[src/sv/hmfb_pkg.sv]
// Shared constants and codes for the height map hole fill and border block.
package hmfb_pkg;

  localparam int ROW_LEN_W              = 12;
  localparam int THRESH_W               = 23;
  localparam int CFG_DATA_W             = 23;
  localparam int CFG_INDEX_W            = 1;
  localparam int CLASS_W                = 2;
  localparam int NB_COUNT               = 8;
  localparam int MIN_ROW_LENGTH         = 3;
  localparam int ROW_LENGTH_RESET       = 2048;
  localparam int BORDER_THRESHOLD_RESET = 2560;

  // row and pad bookkeeping limits
  localparam int ROWS_SEEN_MAX   = 3;
  localparam int PAD_ROWS_MAX    = 4;
  localparam int FILL_PAD_LIMIT  = 2;
  localparam int EMIT_PAD_LIMIT  = 3;

  localparam logic REQ_PAD = 1'b1;

  typedef enum logic [CFG_INDEX_W-1:0] {
    REG_ROW_LENGTH       = 1'b0,
    REG_BORDER_THRESHOLD = 1'b1
  } cfg_reg_t;

  typedef enum logic [CLASS_W-1:0] {
    CLS_FLAT    = 2'd0,
    CLS_BORDER  = 2'd1,
    CLS_NO_DATA = 2'd2
  } border_class_t;

endpackage

[src/sv/hmfb_fill.sv]
// Multi-cycle hole fill unit: neighbour mean, majority split, rounded group mean.
module hmfb_fill #(
  parameter int HEIGHT_WIDTH = 24
) (
  input  logic                  clk,
  input  logic                  rst,
  input  logic                  start,
  input  logic [HEIGHT_WIDTH:0] nb [hmfb_pkg::NB_COUNT],
  output logic                  done,
  output logic [HEIGHT_WIDTH:0] result
);
  import hmfb_pkg::*;

  localparam int W         = HEIGHT_WIDTH;
  localparam int SUM_W     = W + 4;
  localparam int PROD_W    = W + 5;
  localparam int X_W       = W + 5;
  localparam int DIV_W     = ((X_W + 3) / 4) * 4;
  localparam int DIV_STEPS = DIV_W / 4;
  localparam int STEP_W    = $clog2(DIV_STEPS + 1);

  typedef enum logic [5:0] {
    F_IDLE  = 6'b000001,
    F_SUM   = 6'b000010,
    F_SPLIT = 6'b000100,
    F_PREP  = 6'b001000,
    F_DIV   = 6'b010000,
    F_DONE  = 6'b100000
  } fill_state_t;

  fill_state_t state;

  logic [W:0]               nb_q [NB_COUNT];
  logic signed [SUM_W-1:0]  sum_q, hs_q, ls_q;
  logic [3:0]               cnt_q, hc_q, lc_q;
  logic                     neg_q, empty_q;
  logic [4:0]               d_q;
  logic [DIV_W-1:0]         u_q, quo_q;
  logic [4:0]               rem_q;
  logic [STEP_W-1:0]        step_q;

  // neighbour sum and count
  logic signed [SUM_W-1:0] sum_c;
  logic [3:0]              cnt_c;
  always_comb begin
    sum_c = '0;
    cnt_c = '0;
    for (int i = 0; i < NB_COUNT; i++) begin
      if (nb_q[i][W]) begin
        sum_c = sum_c + SUM_W'($signed(nb_q[i][W-1:0]));
        cnt_c = cnt_c + 4'd1;
      end
    end
  end

  // split around the mean: v*cnt > sum goes high
  logic signed [SUM_W-1:0]  hs_c, ls_c;
  logic [3:0]               hc_c, lc_c;
  logic signed [PROD_W-1:0] prod_c;
  always_comb begin
    hs_c   = '0;
    ls_c   = '0;
    hc_c   = '0;
    lc_c   = '0;
    prod_c = '0;
    for (int i = 0; i < NB_COUNT; i++) begin
      prod_c = PROD_W'($signed(nb_q[i][W-1:0])) * PROD_W'($signed({1'b0, cnt_q}));
      if (nb_q[i][W]) begin
        if (prod_c > PROD_W'(sum_q)) begin
          hs_c = hs_c + SUM_W'($signed(nb_q[i][W-1:0]));
          hc_c = hc_c + 4'd1;
        end else begin
          ls_c = ls_c + SUM_W'($signed(nb_q[i][W-1:0]));
          lc_c = lc_c + 4'd1;
        end
      end
    end
  end

  // dividend 2*gs+gc over divisor 2*gc; negative dividends biased for floor
  logic signed [SUM_W-1:0] gs_c;
  logic [3:0]              gc_c;
  logic signed [X_W-1:0]   x_c;
  logic [4:0]              d_c;
  logic [X_W-1:0]          ux_c;
  always_comb begin
    gs_c = (hc_q > lc_q) ? hs_q : ls_q;
    gc_c = (hc_q > lc_q) ? hc_q : lc_q;
    d_c  = {gc_c, 1'b0};
    x_c  = (X_W'(gs_c) <<< 1) + X_W'($signed({1'b0, gc_c}));
    if (x_c[X_W-1]) begin
      ux_c = X_W'(-x_c + X_W'($signed({1'b0, d_c})) - X_W'(1));
    end else begin
      ux_c = x_c;
    end
  end

  // four quotient bits per cycle
  logic [DIV_W-1:0] u_n, quo_n;
  logic [4:0]       rem_n;
  logic [5:0]       trial;
  always_comb begin
    u_n   = u_q;
    quo_n = quo_q;
    rem_n = rem_q;
    trial = '0;
    for (int j = 0; j < 4; j++) begin
      trial = {rem_n, u_n[DIV_W-1]};
      u_n   = u_n << 1;
      if (trial >= {1'b0, d_q}) begin
        trial = trial - {1'b0, d_q};
        quo_n = {quo_n[DIV_W-2:0], 1'b1};
      end else begin
        quo_n = {quo_n[DIV_W-2:0], 1'b0};
      end
      rem_n = trial[4:0];
    end
  end

  always_ff @(posedge clk) begin
    if (rst) begin
      state <= F_IDLE;
    end else begin
      case (state)
        F_IDLE: begin
          if (start) begin
            nb_q  <= nb;
            state <= F_SUM;
          end
        end
        F_SUM: begin
          sum_q <= sum_c;
          cnt_q <= cnt_c;
          state <= F_SPLIT;
        end
        F_SPLIT: begin
          hs_q    <= hs_c;
          ls_q    <= ls_c;
          hc_q    <= hc_c;
          lc_q    <= lc_c;
          empty_q <= (cnt_q == 4'd0);
          state   <= (cnt_q == 4'd0) ? F_DONE : F_PREP;
        end
        F_PREP: begin
          d_q    <= d_c;
          neg_q  <= x_c[X_W-1];
          u_q    <= DIV_W'(ux_c);
          quo_q  <= '0;
          rem_q  <= '0;
          step_q <= '0;
          state  <= F_DIV;
        end
        F_DIV: begin
          u_q    <= u_n;
          quo_q  <= quo_n;
          rem_q  <= rem_n;
          step_q <= step_q + STEP_W'(1);
          if (step_q == STEP_W'(DIV_STEPS - 1)) state <= F_DONE;
        end
        F_DONE: begin
          state <= F_IDLE;
        end
        default: state <= F_IDLE;
      endcase
    end
  end

  logic [W:0] q_mag, mean;
  assign q_mag  = quo_q[W:0];
  assign mean   = neg_q ? (W+1)'(-q_mag) : q_mag;
  assign done   = (state == F_DONE);
  assign result = empty_q ? '0 : {1'b1, mean[W-1:0]};

endmodule
[config.mk]
export PLATFORM = sky130hd
export DESIGN_NAME = hmfb_fill
export DESIGN_NICKNAME = d
export VERILOG_FILES = /design/src/sv/hmfb_pkg.sv /design/src/sv/hmfb_fill.sv
export SDC_FILE = /design/constraint.sdc
export NUM_CORES = 2
export LEC_CHECK = 0
export BUFFER_PORTS_ARGS = -buffer_cell sky130_fd_sc_hd__buf_4
export CAP_MARGIN = 20
export CORE_MARGIN = 5
export CORE_UTILIZATION = 41
export DETAILED_ROUTE_END_ITERATION = 10
export SLEW_MARGIN = 20
export SYNTH_ARGS = -nofsm -noshare
export SYNTH_HDL_FRONTEND = slang
export SYNTH_SLANG_ARGS = --single-unit
[constraint.sdc]
create_clock -name clk -period 22.4 [get_ports clk]
set_input_delay 6.72 -clock clk [delete_from_list [all_inputs] [get_ports clk]]
set_output_delay 6.72 -clock clk [all_outputs]
set_load 0.05 [all_outputs]
==> metrics.txt <==
run status=finished, final reports clean; ys flop type=edfxtp_1; Final Slew Violations=0; starting density of the core=41.1%; Clk Latency, worst-skew pair=0.76 ns; post-synthesis sequential area ratio=13.4%; CP arrival=21.09 ns; CP max FO=34; post-CTS setup buffers=0; DIE AREA=212000 um2; global route overflow=0; multiplexer share of the synthesized area=3.64%; Setup crit end kind=register; # port buffers=228; area leader, netlist=ha_1; clk slew on worst S/H paths=0.06 ns; synthesized cell area=83100 um2; Async SR Flop Fraction=0%; Synth top area share=19.8%; synth unique cells=107; Syn Nets=12100; CP max stage delay=0.90 ns; hold_sp=u_q[27]; period utilisation layout=91.9%; fraction of layout cells with a size suffix above 1=7.43%; Core Area=202000 um2; number of flops mapped to enable cells by yosys=367; post-synthesis simple-gate area fraction=19.5%; setup TNS=0 ns; Pre-antenna DRT Iters=6; top cells by area, synth=ha_1, edfxtp_1, fa_1, inv_1, xnor2_1; DIE WIDTH=460 um; RSZ-0062 raised after global routing=no; Final nets=12300; maximum VDD drop=0.108 mV; Fillers=20200; Layout Area Growth over Synthesis=8.30%; worst endpoint required time=22.91 ns; slowest CP cell=o41ai_1; Hold Slack=0.516 ns; worst reg2reg path depth=81; WL/cell=23.8 um; largest family of logic cells by synthesized area=adder cells; top-level port count=229; Detail Placement HPWL=250000 um; Setup Skew=0.0702 ns; gr usage total=28.6%; Routed Antenna Nets=0; vias in the first global route=74300; max-cap violations=0; PD cells=133 nW/um2; most frequent cells after synthesis=ha_1, inv_1, nand2_1; Synth Area in Compound Gates=19.0%; via count=77300; critical path type=register to register; crit-path most repeated cell=ha_1; largest net degree at the start of global routing=145; Max clock buf depth=3; Total Wirelength=312000 um; RePlAce Congestion=1.00; final setup fails=0; startpoint types=register; Reg2Reg Launch Point=cnt_q[3]; drc violations=0; Synth Area in XOR/XNOR=7.96%; Final Core Density=44.6%; first-pass GRT wire length=459000 um; hold path depth=1; P_leak=42.9 nW; crit path from=cnt_q[3]; clock sink total=373; final hold viol count=0; H-tree depth=2; Hold WC Path Type=register to register; Ys Warns=0; Final Critical Period=20.58 ns; Post-Synth Adder-Cell Area=29.9%; area of the multi-input gates=66500 um2; cell with the most instances after synthesis=ha_1; f_max=48.6 MHz; CTS root buf=clkbuf_16; CTS tree=done; total CTS buffers=49; CTS Hold Bufs=0; Worst-Margin Slew=1.26 ns; DR vias/cell=5.91; worst rel slew slack=14.6%; initial antenna violation count=55; Initial DRC Count=7647; post-synthesis register bit count=373; sequential cell area=11100 um2; Syn Inst Count=10200; Rows=165; die height=460 um; post-CTS sizing=0; Mean Syn Cell Area=8.14 um2
[cell usage in the layout, fill, tap and decap left out, types with 352 or more instances in the layout]
cell	instances
a21oi_1	635
edfxtp_1	367
xnor2_1	500
o21ai_0	470
nor2_1	676
ha_1	1314
nand2_1	810
inv_1	1174
fa_1	419
and2_1	631
buf_4	352
[per-layer routing]
metal  global-route usage (%)  part of all wire (%)
met5                        0                 0.026
met4                     11.5                   4.6
met3                     5.51                   9.9
met2                     43.6                    42
met1                     39.8                    44
[final timing paths]
kind,to,slack (ns)
worst max-delay path,ls_q[27],1.82
worst min-delay path,u_q[31],0.52
worst max register to register,ls_q[27],1.82
worst min register to register,u_q[31],0.52
[report_power, final]
group / internal, mW / leakage (nW) / switching (mW)
combinational: 4.29 / 38.7 / 5.80
clock: 0.512 / 0.834 / 0.376
sequential: 0.913 / 3.41 / 0.0831
[flip-flops by register name (all words and copies together) (netlist names), 5 cells and up]
name   flops
nb_q     200
sum_q     28
quo_q     24
rem_q      5
hs_q      28
state      6
u_q       32
ls_q      28
[layout make-up]
cell class,instances,area share [%]
Timing Repair Buffer,354,2.98
Clock buffer,56,1.39
Antenna cell,16,0.0445
Inverter,1187,4.95
Multi-Input combinational cell,8391,74.0
Tap cell,2672,3.72
Clock inverter,35,0.556
Sequential cell,373,12.4
[critical path, delay by kind of cell, from the launching register on]
kind / cells / cell delay, ns
fa+ha+maj: 13 / 4.36
buf+inv: 6 / 1.10
xor+xnor: 6 / 0.93
flops: 1 / 0.77
simple gates: 23 / 4.06
compound gates: 31 / 8.89
mux: 2 / 0.26
[metrics by stage]
step / std cells / cell area, um2 / setup WS [ns] / power [mW]
floorplan: 10200 / 83100 / 4.73 / 8.54
global placement: 13000 / 88200 / 2.37 / 10.7
detailed placement: 13000 / 88200 / 2.31 / 10.9
CTS: 13100 / 89900 / 2.27 / 11.8
global route: 13100 / 89900 / 0.491 / 13.0
finish: 13100 / 90000 / 1.82 / 12.0
[cells by family after synthesis]
group                    Yosys count
adder cells (fa/ha/maj)         1733
AO/OA/AOI/OAI                   2417
XOR/XNOR                         739
multiplexers                     275
AND/OR/NAND/NOR                 3227
buffers and inverters           1444
flip-flops                       373
Note: power is estimated with default switching activity, not from simulation.
